==> src/rtl/core/kwm_pkg.sv <==
// ----------------------------------------------------------------------------
// kwm_pkg: shared types for the k-way merge heap
// Item payloads, heap entry, controller states and the command/status bundles.
// ----------------------------------------------------------------------------
package kwm_pkg;

  typedef struct packed {
    logic [3:0]         lane;
    logic signed [31:0] head_value;
    logic               has_value;
  } in_item_t;

  typedef struct packed {
    logic signed [31:0] min_value;
    logic [3:0]         src_lane;
    logic               done_res;
  } out_item_t;

  typedef struct packed {
    logic signed [31:0] value;
    logic [3:0]         lane;
  } entry_t;

  localparam int unsigned ENTRY_W = $bits(entry_t);

  typedef enum logic [11:0] {
    ST_IDLE     = 12'b0000_0000_0001,
    ST_START    = 12'b0000_0000_0010,
    ST_INS_CHK  = 12'b0000_0000_0100,
    ST_INS_CMP  = 12'b0000_0000_1000,
    ST_DECIDE   = 12'b0000_0001_0000,
    ST_POP_TOP  = 12'b0000_0010_0000,
    ST_POP_LAST = 12'b0000_0100_0000,
    ST_DN_CHK   = 12'b0000_1000_0000,
    ST_DN_L     = 12'b0001_0000_0000,
    ST_DN_R     = 12'b0010_0000_0000,
    ST_DN_CMP   = 12'b0100_0000_0000,
    ST_EMIT     = 12'b1000_0000_0000
  } state_t;

  typedef struct packed {
    logic accept;
    logic ins_start;
    logic ins_rd;
    logic ins_move;
    logic ins_place;
    logic prime;
    logic res_done;
    logic pop_rd;
    logic pop_top;
    logic pop_last;
    logic dn_rd_l;
    logic dn_cap_l;
    logic dn_cap_r;
    logic dn_move;
    logic dn_place;
    logic emit;
  } cmd_t;

  typedef struct packed {
    logic ins_ok;
    logic pos_zero;
    logic cur_lt_rd;
    logic prime_pend;
    logic cnt_zero;
    logic cnt_one;
    logic left_out;
    logic right_in;
    logic best_cur;
    logic out_free;
  } sts_t;

  // true when entry a orders before entry b: by value, then by lower lane
  function automatic logic entry_before(entry_t a, entry_t b);
    logic res;
    if (a.value != b.value) begin
      res = a.value < b.value;
    end else begin
      res = a.lane < b.lane;
    end
    return res;
  endfunction

endpackage

==> src/rtl/core/kwm_ram.sv <==
// ----------------------------------------------------------------------------
// kwm_ram: generic single-write, single-read RAM
// One write port and one read port with registered read data.
// ----------------------------------------------------------------------------
module kwm_ram #(
  parameter int unsigned WIDTH = 36,
  parameter int unsigned DEPTH = 16
) (
  input  logic                     clk,
  input  logic                     wr_en,
  input  logic [$clog2(DEPTH)-1:0] waddr,
  input  logic [WIDTH-1:0]         wdata,
  input  logic [$clog2(DEPTH)-1:0] raddr,
  output logic [WIDTH-1:0]         rdata
);

  logic [WIDTH-1:0] mem [DEPTH];
  logic [WIDTH-1:0] rdata_r;

  // write port
  always_ff @(posedge clk) begin
    if (wr_en) begin
      mem[waddr] <= wdata;
    end
  end

  // registered read
  always_ff @(posedge clk) begin
    rdata_r <= mem[raddr];
  end

  assign rdata = rdata_r;

endmodule

==> src/rtl/core/kwm_ctrl.sv <==
// ----------------------------------------------------------------------------
// kwm_ctrl: sequencer for the merge heap
// Steps each beat through insert sift-up, then, after priming, pop and sift-down, then emits.
// ----------------------------------------------------------------------------
module kwm_ctrl
  import kwm_pkg::*;
(
  input  logic clk,
  input  logic rst_n,
  input  logic in_valid,
  input  sts_t sts,
  output logic in_ready,
  output cmd_t cmd
);

  state_t state_r, state_nxt;

  always_ff @(posedge clk) begin
    if (!rst_n) begin
      state_r <= ST_IDLE;
    end else begin
      state_r <= state_nxt;
    end
  end

  assign in_ready = (state_r == ST_IDLE);

  // decode state and status into commands
  always_comb begin
    cmd       = '0;
    state_nxt = state_r;
    unique case (state_r)
      ST_IDLE: begin
        if (in_valid) begin
          cmd.accept = 1'b1;
          state_nxt  = ST_START;
        end
      end
      ST_START: begin
        if (sts.ins_ok) begin
          cmd.ins_start = 1'b1;
          state_nxt     = ST_INS_CHK;
        end else begin
          state_nxt = ST_DECIDE;
        end
      end
      ST_INS_CHK: begin
        if (sts.pos_zero) begin
          cmd.ins_place = 1'b1;
          state_nxt     = ST_DECIDE;
        end else begin
          cmd.ins_rd = 1'b1;
          state_nxt  = ST_INS_CMP;
        end
      end
      ST_INS_CMP: begin
        if (sts.cur_lt_rd) begin
          cmd.ins_move = 1'b1;
          state_nxt    = ST_INS_CHK;
        end else begin
          cmd.ins_place = 1'b1;
          state_nxt     = ST_DECIDE;
        end
      end
      ST_DECIDE: begin
        if (sts.prime_pend) begin
          cmd.prime = 1'b1;
          state_nxt = ST_IDLE;
        end else if (sts.cnt_zero) begin
          cmd.res_done = 1'b1;
          state_nxt    = ST_EMIT;
        end else begin
          cmd.pop_rd = 1'b1;
          state_nxt  = ST_POP_TOP;
        end
      end
      ST_POP_TOP: begin
        cmd.pop_top = 1'b1;
        state_nxt   = sts.cnt_one ? ST_EMIT : ST_POP_LAST;
      end
      ST_POP_LAST: begin
        cmd.pop_last = 1'b1;
        state_nxt    = ST_DN_CHK;
      end
      ST_DN_CHK: begin
        if (sts.left_out) begin
          cmd.dn_place = 1'b1;
          state_nxt    = ST_EMIT;
        end else begin
          cmd.dn_rd_l = 1'b1;
          state_nxt   = ST_DN_L;
        end
      end
      ST_DN_L: begin
        cmd.dn_cap_l = 1'b1;
        state_nxt    = sts.right_in ? ST_DN_R : ST_DN_CMP;
      end
      ST_DN_R: begin
        cmd.dn_cap_r = 1'b1;
        state_nxt    = ST_DN_CMP;
      end
      ST_DN_CMP: begin
        if (sts.best_cur) begin
          cmd.dn_place = 1'b1;
          state_nxt    = ST_EMIT;
        end else begin
          cmd.dn_move = 1'b1;
          state_nxt   = ST_DN_CHK;
        end
      end
      ST_EMIT: begin
        if (sts.out_free) begin
          cmd.emit  = 1'b1;
          state_nxt = ST_IDLE;
        end
      end
      default: begin
        state_nxt = ST_IDLE;
      end
    endcase
  end

endmodule

==> src/rtl/core/kwm_dp.sv <==
// ----------------------------------------------------------------------------
// kwm_dp: heap datapath
// Heap RAM, fill and priming counters, sift registers and output register.
// ----------------------------------------------------------------------------
module kwm_dp
  import kwm_pkg::*;
#(
  parameter int unsigned MAX_STREAMS = 16
) (
  input  logic      clk,
  input  logic      rst_n,
  input  cmd_t      cmd,
  input  in_item_t  in_data,
  input  logic [4:0] num_streams,
  input  logic      out_ready,
  output sts_t      sts,
  output logic      out_valid,
  output out_item_t out_data
);

  localparam int unsigned AW = $clog2(MAX_STREAMS);
  localparam int unsigned CW = $clog2(MAX_STREAMS + 1);
  localparam int unsigned IW = AW + 2;

  in_item_t        item_r;
  entry_t          cur_r, l_r, r_r, res_r;
  logic            res_done_r, rv_r;
  logic [CW-1:0]   count_r, count_m1;
  logic [4:0]      primed_r;
  logic [AW-1:0]   pos_r, parent;
  logic [IW-1:0]   left, right, count_x;
  logic            out_valid_r;
  out_item_t       out_r;

  logic            wr_en;
  logic [AW-1:0]   waddr, raddr;
  entry_t          wdata, rdata;
  logic [ENTRY_W-1:0] rdata_raw;
  logic            l_best, r_best;
  entry_t          best;

  // index arithmetic
  assign count_m1 = count_r - 1'b1;
  assign parent   = AW'(pos_r - 1'b1) >> 1;
  assign left     = {1'b0, pos_r, 1'b1};
  assign right    = left + 1'b1;
  assign count_x  = IW'(count_r);
  assign rdata    = entry_t'(rdata_raw);

  // pick the smallest of current, left and right
  always_comb begin
    l_best = entry_before(l_r, cur_r);
    best   = l_best ? l_r : cur_r;
    r_best = rv_r && entry_before(r_r, best);
    if (r_best) begin
      best = r_r;
    end
  end

  // status to the controller
  always_comb begin
    sts.ins_ok     = item_r.has_value && (count_r < CW'(MAX_STREAMS));
    sts.pos_zero   = (pos_r == '0);
    sts.cur_lt_rd  = entry_before(cur_r, rdata);
    sts.prime_pend = primed_r < num_streams;
    sts.cnt_zero   = (count_r == '0);
    sts.cnt_one    = (count_r == CW'(1));
    sts.left_out   = !(left < count_x);
    sts.right_in   = right < count_x;
    sts.best_cur   = !(l_best || r_best);
    sts.out_free   = !out_valid_r || out_ready;
  end

  // RAM port selection
  always_comb begin
    raddr = '0;
    if (cmd.ins_rd) begin
      raddr = parent;
    end else if (cmd.pop_rd) begin
      raddr = '0;
    end else if (cmd.pop_top) begin
      raddr = count_m1[AW-1:0];
    end else if (cmd.dn_rd_l) begin
      raddr = left[AW-1:0];
    end else if (cmd.dn_cap_l) begin
      raddr = right[AW-1:0];
    end
    wr_en = cmd.ins_move || cmd.ins_place || cmd.dn_move || cmd.dn_place;
    waddr = pos_r;
    if (cmd.ins_move) begin
      wdata = rdata;
    end else if (cmd.dn_move) begin
      wdata = best;
    end else begin
      wdata = cur_r;
    end
  end

  kwm_ram #(
    .WIDTH (ENTRY_W),
    .DEPTH (MAX_STREAMS)
  ) u_ram (
    .clk   (clk),
    .wr_en (wr_en),
    .waddr (waddr),
    .wdata (wdata),
    .raddr (raddr),
    .rdata (rdata_raw)
  );

  // control counters
  always_ff @(posedge clk) begin
    if (!rst_n) begin
      count_r     <= '0;
      primed_r    <= '0;
      out_valid_r <= 1'b0;
    end else begin
      if (cmd.ins_start) begin
        count_r <= count_r + 1'b1;
      end else if (cmd.pop_top) begin
        count_r <= count_m1;
      end
      if (cmd.prime) begin
        primed_r <= primed_r + 1'b1;
      end
      if (cmd.emit) begin
        out_valid_r <= 1'b1;
      end else if (out_ready) begin
        out_valid_r <= 1'b0;
      end
    end
  end

  // payload and sift registers
  always_ff @(posedge clk) begin
    if (cmd.accept) begin
      item_r <= in_data;
    end
    if (cmd.ins_start) begin
      pos_r       <= count_r[AW-1:0];
      cur_r.value <= item_r.head_value;
      cur_r.lane  <= item_r.lane;
    end
    if (cmd.ins_move) begin
      pos_r <= parent;
    end
    if (cmd.res_done) begin
      res_done_r <= 1'b1;
      res_r      <= '0;
    end
    if (cmd.pop_top) begin
      res_done_r <= 1'b0;
      res_r      <= rdata;
    end
    if (cmd.pop_last) begin
      cur_r <= rdata;
      pos_r <= '0;
    end
    if (cmd.dn_cap_l) begin
      l_r  <= rdata;
      rv_r <= right < count_x;
    end
    if (cmd.dn_cap_r) begin
      r_r <= rdata;
    end
    if (cmd.dn_move) begin
      pos_r <= r_best ? right[AW-1:0] : left[AW-1:0];
    end
    if (cmd.emit) begin
      out_r.min_value <= res_r.value;
      out_r.src_lane  <= res_r.lane;
      out_r.done_res  <= res_done_r;
    end
  end

  assign out_valid = out_valid_r;
  assign out_data  = out_r;

endmodule

==> src/rtl/core/k_way_merge_min_heap.sv <==
// ----------------------------------------------------------------------------
// k_way_merge_min_heap: k-way merge of sorted streams through a min-heap
// Register decode and the controller/datapath pair.
// ----------------------------------------------------------------------------
// Usage:
//   Write num_streams over the cfg_ port (address 0) while idle. Then send
//   num_streams in_ beats, one head per stream, to fill the heap; these give
//   no result. Every later in_ beat refills the lane named in the previous
//   result (has_value = 0 when that stream is exhausted) and yields one out_
//   beat: the smallest head and its lane, or done_res once the heap is empty.
// Sequence:
//   One beat is in flight at a time: an accept step, a start step, an insert
//   that reads and compares the parent per level climbed and places the entry,
//   a decide step, a pop that reads the top and, when entries remain, the last
//   entry and sifts it down through its children, and an emit step, in turn
//   through the single read port of the heap RAM. A priming beat ends after
//   the decide step; a done result skips the pop.
// Reset:
//   rst_n clears the heap fill count, the priming count and num_streams = 1.
// Stall:
//   A result waits in the output register; the next beat is accepted and
//   processed meanwhile and holds only until that register is free.
// ----------------------------------------------------------------------------
module k_way_merge_min_heap
  import kwm_pkg::*;
#(
  parameter int unsigned MAX_STREAMS = 16
) (
  input  logic        clk,
  input  logic        rst_n,
  input  logic        in_valid,
  output logic        in_ready,
  input  in_item_t    in_data,
  output logic        out_valid,
  input  logic        out_ready,
  output out_item_t   out_data,
  input  logic        cfg_psel,
  input  logic        cfg_penable,
  input  logic        cfg_pwrite,
  input  logic [2:0]  cfg_paddr,
  input  logic [31:0] cfg_pwdata,
  output logic [31:0] cfg_prdata,
  output logic        cfg_pready
);

  localparam logic REG_NUM_STREAMS = 1'b0;

  logic [4:0] num_streams_r;
  cmd_t       cmd;
  sts_t       sts;

  assign cfg_pready = 1'b1;

  // register write
  always_ff @(posedge clk) begin
    if (!rst_n) begin
      num_streams_r <= 5'd1;
    end else if (cfg_psel && cfg_penable && cfg_pwrite &&
                 cfg_paddr[2] == REG_NUM_STREAMS) begin
      num_streams_r <= cfg_pwdata[4:0];
    end
  end

  // register read
  assign cfg_prdata = (cfg_paddr[2] == REG_NUM_STREAMS) ? {27'd0, num_streams_r} : 32'd0;

  kwm_ctrl u_ctrl (
    .clk      (clk),
    .rst_n    (rst_n),
    .in_valid (in_valid),
    .sts      (sts),
    .in_ready (in_ready),
    .cmd      (cmd)
  );

  kwm_dp #(
    .MAX_STREAMS (MAX_STREAMS)
  ) u_dp (
    .clk         (clk),
    .rst_n       (rst_n),
    .cmd         (cmd),
    .in_data     (in_data),
    .num_streams (num_streams_r),
    .out_ready   (out_ready),
    .sts         (sts),
    .out_valid   (out_valid),
    .out_data    (out_data)
  );

endmodule
==> config.mk <==
export PLATFORM = sky130hd
export DESIGN_NAME = k_way_merge_min_heap
export DESIGN_NICKNAME = d
export VERILOG_FILES = /design/src/rtl/core/kwm_pkg.sv /design/src/rtl/core/kwm_ram.sv /design/src/rtl/core/kwm_ctrl.sv /design/src/rtl/core/kwm_dp.sv /design/src/rtl/core/k_way_merge_min_heap.sv
export SDC_FILE = /design/constraint.sdc
export NUM_CORES = 1
export LEC_CHECK = 0
export ABC_CLOCK_PERIOD_IN_PS = 13600
export BUFFER_PORTS_ARGS = -buffer_cell sky130_fd_sc_hd__buf_2
export CAP_MARGIN = 25
export CORE_AREA = 2 2 306 308
export CTS_CLUSTER_DIAMETER = 150
export DETAILED_ROUTE_END_ITERATION = 8
export DIE_AREA = 0 0 308 310
export SLEW_MARGIN = 40
export SYNTH_ARGS = -nofsm -noshare
export SYNTH_HDL_FRONTEND = slang
export SYNTH_SLANG_ARGS = --single-unit
==> constraint.sdc <==
create_clock -name clk -period 13.6 [get_ports clk]
set_clock_uncertainty 0.2 [all_clocks]
set_input_delay 0.68 -clock clk [delete_from_list [all_inputs] [get_ports clk]]
set_output_delay 0.68 -clock clk [all_outputs]
set_load 0.01 [all_outputs]
==> results of run 1 <==
metal layers:
metal / track usage [%] / part of all wire (%) / vias to the layer above
met5: 0 / 0 / -
met4: 5.34 / 2.1 / 0
met3: 2.54 / 6.0 / 118
met2: 30.4 / 47 / 607
met1: 25.7 / 45 / 10500
li1: - / - / 9169
synthesized netlist by cell type (3+ instances only):
cell	number	area (um2)
nand3_1	24	120
inv_1	105	394
o21ai_0	59	295
nor3b_1	8	60.1
mux2i_1	150	1500
xnor2_1	9	78.8
or3b_2	4	35.0
o32ai_1	36	315
buf_2	34	170
buf_1	4	15.0
buf_6	3	33.8
nand2_1	104	390
a21o_1	14	105
nand4_1	31	194
buf_4	46	345
nor4_1	8	50.1
a31oi_1	5	31.3
a21oi_1	77	385
nand2b_1	44	275
dfxtp_1	65	1300
nand3b_1	3	22.5
o21a_1	7	52.6
nor3_1	14	70.1
and2_1	6	37.5
a32oi_1	3	26.3
a211oi_1	6	45.0
a2111oi_0	6	52.6
o21bai_1	3	22.5
and3_1	9	56.3
xor2_1	5	43.8
nor2_1	108	405
nor2b_1	11	68.8
ha_1	125	1560
a22o_1	17	149
a32o_1	4	40.0
a221oi_1	5	43.8
a221o_1	22	220
o211ai_1	25	188
a211o_1	3	26.3
mux4_2	116	2610
clkbuf_1	49	184
a22oi_1	28	210
or3_1	5	31.3
edfxtp_1	799	24000
power by group:
group / leakage [nW] / internal [W] / switching (W)
logic: 5.41 / 0.0000295 / 0.0000435
clock network: 1.48 / 0.00148 / 0.00103
registers: 7.76 / 0.00288 / 0.00000757
through the flow:
stage          area [um2]  hold WS (ns)  setup WS (ns)  utilization, %
3_5_place_dp        38800         0.205           4.49            42.0
5_1_grt             42200        0.0179           4.19            45.6
6_report            42200        0.0369           4.62            45.6
4_1_cts             42200       0.00362           4.44            45.6
3_3_place_gp        38600         0.201           4.03            41.8
2_1_floorplan       36800         0.200           7.06               -
kinds of logic after synthesis:
kind of cell	count (synthesis)	synth area share (%)
AO/OA/AOI/OAI	344	6.64
XOR/XNOR	14	0.334
adder cells (fa/ha/maj)	125	4.26
buffers and inverters	243	3.15
flip-flops	864	68.9
multiplexers	267	11.2
other	2	0.0205
AND/OR/NAND/NOR	398	5.47
worst max-delay path by stage:
stage	startpoint	slack (ns)	cells past startpoint	to
finish	u_dp.cur_r[35]	4.62	21	u_dp.u_ram.mem[10][13]
global route	u_dp.cur_r[35]	4.19	21	u_dp.u_ram.mem[4][6]
CTS	u_dp.cur_r[35]	4.44	21	u_dp.u_ram.mem[0][5]
detailed placement	u_dp.cur_r[35]	4.49	21	u_dp.u_ram.mem[10][5]
global placement	u_dp.cur_r[35]	4.03	21	u_dp.u_ram.mem[10][31]
floorplan	u_dp.cur_r[35]	7.06	25	u_dp.u_ram.mem[0][0]
worst max-delay path, stage by stage, from the launching register on:
cell and delay (ns):
edfxtp_1 0.41, inv_1 0.06, ha_1 0.51, nand4_1 0.23, nor4_2 0.62, nand3_1 0.33
or2_2 0.38, o31ai_1 0.10, a31o_4 0.51, buf_4 0.57, mux2i_1 0.17, ha_1 0.32
nand4_1 0.15, nor4_1 0.75, nand3_1 0.42, a21oi_1 0.24, o21ai_0 0.10, a211oi_1 0.54
a211o_2 0.63, buf_4 0.48, mux2i_1 0.16, a21oi_2 0.66
flip-flops by register name, summed over array words and instances, names as in the netlist:
register          cells
num_streams_r         5
u_ctrl.state_r       12
u_dp.count_r          5
u_dp.cur_r           36
u_dp.item_r          37
u_dp.l_r             36
u_dp.out_data        37
u_dp.out_valid        1
u_dp.pos_r            4
u_dp.primed_r         5
u_dp.r_r             36
u_dp.res_done_r       1
u_dp.res_r           36
u_dp.rv_r             1
u_dp.u_ram.mem      576
u_dp.u_ram.rdata     36
cell type report:
type	count	area (um2)	share of cell area, %
inverter	105	394	0.934
sequential	864	25300	59.9
timing repair buffer	180	1260	2.99
clock inverter	48	608	1.44
tap	1197	1500	3.55
clock buffer	120	2430	5.77
multi-input combinational	1176	10700	25.4
layout by cell type (no fill, tap or decap), types with 7 or more instances in the layout:
cell type	netlist	final
buf_4	46	49
nand2_1	104	104
nand4_1	31	31
o32ai_1	36	36
a21oi_2	0	20
nand2b_1	44	44
clkbuf_16	0	89
nor2b_1	11	8
a22o_1	17	17
nor4_1	8	7
nor2_1	108	90
dfxtp_1	65	65
nor3_1	14	13
a22oi_1	28	28
o21ai_0	59	58
dlygate4sd3_1	0	31
and3_1	9	9
clkinv_2	0	16
clkbuf_1	49	22
inv_1	105	105
a221o_1	22	22
a21oi_1	77	52
clkbuf_8	0	9
edfxtp_1	799	799
mux2i_1	150	150
xnor2_1	9	9
buf_2	34	94
o211ai_1	25	25
nor2_4	0	18
nand3_1	24	24
ha_1	125	125
conb_1	2	28
a21o_1	14	14
clkinv_1	0	7
mux4_2	116	116
bufinv_16	0	11
repair_timing:
action / CTS / global route
gates resized for setup: 0 / 0
hold endpoints to repair: 31 / 0
hold buffers: 31 / 0
==> summary.md, run 1 <==
| Metric | Value |
|---|---|
| Outcome | finished, final reports clean |
| Setup TNS | 0 ns |
| Post-DP HPWL | approximately 53000 um |
| FF-to-FF path depth | 21 |
| Min-Delay Path Class | input pin to flop |
| Worst setup path class | flop to flop |
| CP Capture Type | flop |
| Routed WL | about 88000 um |
| Final Hold Fails | 0 |
| Io pins | roughly 150 |
| Antenna violations before repair | 0 |
| Non-Filler Instances | roughly 3700 |
| Worst-Skew Late Latency | about 0.66 ns |
| Unrepaired setup endpoints after global routing | no |
| Dpl cells | between 3000 and 4000 |
| Final Cycle Share | ~66% |
| Primary FF master, synth | edfxtp_1 |
| Die Y | 310 um |
| Max Slew Vio Count | 0 |
| Hold path start | in_data[36] |
| Final setup viols | 0 |
| WL/cell | 23.9 um |
| DR pass1 iterations | 5 |
| Max VDD drop | between 90 and 100 uV |
| First-pass GRT wire length | ~130000 um |
| Power per cell area | roughly 130 nW/um2 |
| Netlist cell types | 80 |
| DRC violation count after routing | 0 |
| Fraction of layout cells with a size suffix above 1 | between 10% and 20% |
| Slew @ Worst Pin | around 0.89 ns |
| Flops & latches, synth | between 800 and 900 |
| RR Endpoint | u_dp.u_ram.mem[10][13] |
| Core area | ~92000 um2 |
| Vias per Instance | 5.53 |
| CP Launch Type | flop |
| Post-Synthesis Cells | roughly 2300 |
| GPL Wtd Cong | ~0.88 |
| Worst-path clk slew | ~0.06 ns |
| CTS Sinks | 864 |
| Lkg Pwr | 14.7 nW |
| Vias | just over 20000 |
| TritonCTS clock tree | done |
| Total power draw | approximately 0.0055 W |
| Die width | about 310 um |
| Die Area | ~95000 um2 |
| GRT Total Usage | between 15 and 20% |
| CTS Buf Count | 89 |
| Post-CTS Setup Bufs | 0 |
| Vias in the first global route | about 21000 |
| F_max | between 100 and 150 MHz |
| Hold path depth | 1 |
| Layout Area Growth over Synthesis | 15.0% |
| Core Rows | approximately 110 |
| Final min period | 8.98 ns |
| Synthesized area per cell | approximately 16 um2 |
| Largest net degree at the start of global routing | 117 |
| Clock Path Buffers | 3 |
| I/O Buffers | slightly above 90 |
| Worst Path Max Fanout | 38 |
| Number of synthesized flops with an enable pin | ~800 |
| Nets | ~2600 |
| Ant. Diodes | 0 |
| R2r setup slk | approximately 4.6 ns |
| Post-synthesis sequential area ratio | 68.9% |
| Starting density of the core | about two fifths |
| Routed Antenna Nets | 0 |
| Max Cap Violations | 0 |
| Post-Syn Area | between 30000 and 40000 um2 |
| Fraction of registers with async set or reset after synthesis | 0% |
| Worst endpoint required time | between 10 and 15 ns |
| Iteration-0 DRC Markers | 1941 |
| CTS HTree Levels | 3 |
| Reg2reg start | u_dp.cur_r[35] |
| Worst min-delay path endpoint | u_dp.item_r[36] |
| CTS Root Cell | clkbuf_16 |
| CP arrival | around 9.1 ns |
| GR Overflow Total | 0 |
| Fillers | ~7900 |
| Ys Warns | 0 |
| Rel. slew slack | between 40% and 50% |
Power figures use the tool's default switching activity.
==> run 2: changes to the inputs <==
Settings changed: ABC_CLOCK_PERIOD_IN_PS 13600 to 8880.
Clock period 13.6 ns to 8.88 ns, I/O delays scaled along.
==> summary.md, run 2 (same netlist as run 1, synthesis figures left out) <==
| Metric | Value |
|---|---|
| CP max stage delay | 0.51 ns |
| Iteration-0 DRC Markers | 1764 |
| CP Buf/Inv Count | 6 |
| CP Launch Type | flop |
| Outcome | finished, final reports clean |
| CTS Sinks | about 860 |
| CTS Buf Count | just under 90 |
| Multi-input logic area | 10600 um2 |
| Sw Pwr | ~0.0016 W |
| Flop pwr share | a little over half |
| Power per cell area | ~190 nW/um2 |
| Biggest register | u_dp.u_ram.mem |
| Slew @ Worst Pin | about 0.9 ns |
| I/O Buffers | 93 |
| Max Slew Vio Count | 0 |
| Nets | between 2000 and 3000 |
| Layout Area Growth over Synthesis | 15.0% |
| Sw Share | 20.3% |
| Commonest non-fill, non-tap cell in the layout | edfxtp_1 |
| F_max | between 100 and 150 MHz |
| Fillers | around 8000 |
| Top routing layer used | met4 |
| Final Hold Fails | 0 |
| Clock Path Buffers | 3 |
| Vias per Instance | between 5 and 6 |
| Core Rows | roughly 110 |
| Final Hold Slack | approximately 0.20 ns |
| DP Area | just under 40000 um2 |
| Max Cap Violations | 0 |
| CTS Root Cell | clkbuf_16 |
| Worst Path Max Fanout | 34 |
| Die Area | between 90000 and 100000 um2 |
| DR pass1 iterations | 6 |
| Largest net degree at the start of global routing | ~120 |
| Met3 WL | a little under 6000 um |
| Routed WL | 89100 um |
| FF-to-FF path depth | 24 |
| Setup TNS | 0 ns |
| Final Cycle Share | 80.8% |
| Dpl cells | 3519 |
| Int Pwr | roughly 0.0064 W |
| Sequential Area | 25300 um2 |
| Rel. slew slack | 38.9% |
| WP depth | 24 |
| Fraction of layout cells with a size suffix above 1 | a little under a fifth |
| WL/cell | around 24 um |
| Hold path depth | 0 |
| CP cell instances | inv_1, ha_1, nand4_1, nor4_1, buf_4, nand3_1, or2_2, o31ai_1, a31o_4, buf_4, mux2i_1, ha_1, a21oi_1, nor2b_1, o311ai_0, a21oi_1, o21ai_0, a21boi_0, a2111oi_2, buf_12, buf_4, o32ai_1, a21oi_1, buf_4 |
| Clock share of power | a little over two fifths |
| Routed Antenna Nets | 0 |
| Worst setup path class | flop to flop |
| Post-DP HPWL | around 53000 um |
| Worst-Skew Late Latency | ~0.66 ns |
| Worst endpoint required time | just over 9 ns |
| Design Area, Final | about 42000 um2 |
| Commonest cells after routing, fill and taps aside | edfxtp_1 (799), mux2i_1 (150), ha_1 (125), mux4_2 (116), inv_1 (105) |
| Lkg Pwr | between 10 and 15 nW |
| Routed wl met2 | about 43000 um |
| CP max-delay cell | ha_1 |
| GRT Total Usage | between 10% and 20% |
| Io pins | between 150 and 200 |
| Die width | between 300 and 400 um |
| GPL Wtd Cong | a little under 0.9 |
| Vias | between 20000 and 25000 |
| CP arrival | ~7.5 ns |
| Min-Delay Path Class | flop to flop |
| Starting density of the core | 39.7% |
| DRC violation count after routing | 0 |
| Largest register FFs | 576 |
| GR Overflow Total | 0 |
| Worst path most repeated cell | buf_4 |
| Die Y | 310 um |
| Core area | roughly 92000 um2 |
| Crit-path leading delay family | compound AO/OA/AOI/OAI gates |
| Combinational fraction of design power | under 10% |
| CTS HTree Levels | 3 |
| First-pass GRT wire length | 132000 um |
| Unrepaired setup endpoints after global routing | no |
| Antenna violations before repair | 2 |
| Final min period | 7.18 ns |
| Non-Filler Instances | 3735 |
| CP Capture Type | flop |
| Worst-path clk slew | 0.06 ns |
| Max VDD drop | around 130 uV |
| Vias in the first global route | approximately 21000 |
| TritonCTS clock tree | done |
| DRT met1 WL | approximately 38000 um |
| Final setup viols | 0 |
-- run 2: cell count changes in the layout (fill, tap and decap cells not counted), moves of 3 or more --
cell / previous run / this run
buf_4: 49 / 76
a21oi_1: 52 / 73
a21oi_2: 20 / 4
dlygate4sd3_1: 31 / 46
clkinv_1: 7 / 20
bufinv_16: 11 / 2
clkbuf_8: 9 / 2
a21oi_4: 5 / 0
buf_12: 3 / 6
-- run 2: metrics by stage --
| step | util [%] | power (W) | worst slack (ns) |
|---|---|---|---|
| floorplan | - | 0.00457 | 2.34 |
| global placement | 42.0 | 0.00461 | 1.70 |
| detailed placement | 42.1 | 0.00461 | 1.72 |
| CTS | 45.6 | 0.00815 | 1.70 |
| global route | 45.6 | 0.00832 | 1.21 |
| finish | 45.6 | 0.00806 | 1.70 |
-- run 2: final timing paths --
path / start / endpoint / slack [ns]
worst max-delay path: u_dp.cur_r[35] / u_dp.u_ram.mem[3][10] / 1.70
worst min-delay path: u_dp.res_r[2] / u_dp.out_data[3] / 0.20
worst max register to register: u_dp.cur_r[35] / u_dp.u_ram.mem[3][10] / 1.70
worst min register to register: u_dp.res_r[2] / u_dp.out_data[3] / 0.20
-- run 2: cell type report --
type | count | share of cell area, %
flip-flops and latches | 864 | 59.9
multi-input cells | 1176 | 25.1
clock buffers | 114 | 5.60
repair buffers | 224 | 3.94
well taps | 1197 | 3.55
clock inverters | 54 | 0.957
inverters | 105 | 0.934
diodes | 1 | 0.00593
-- run 2: repair_timing --
action                    CTS  global route
hold endpoints to repair   48             0
setup buffers               0             0
resized for setup           0             0
hold buffers               46             0
-- run 2: layer usage --
layer	vias up	global-route usage, %
met5	-	0
met2	706	30.8
li1	9259	-
met4	0	5.29
met3	138	3.04
met1	10600	25.3
-- run 2: power by group through the flow --
stage / clock (W) / sequential, W / combinational (W)
final: 0.00352 / 0.00442 / 0.000118
after global routing: 0.00376 / 0.00442 / 0.000131
after CTS: 0.00361 / 0.00442 / 0.000118
after detailed placement: 0 / 0.00451 / 0.000102
after global placement: 0 / 0.00451 / 0.0000996
after floorplan: 0 / 0.00450 / 0.0000719
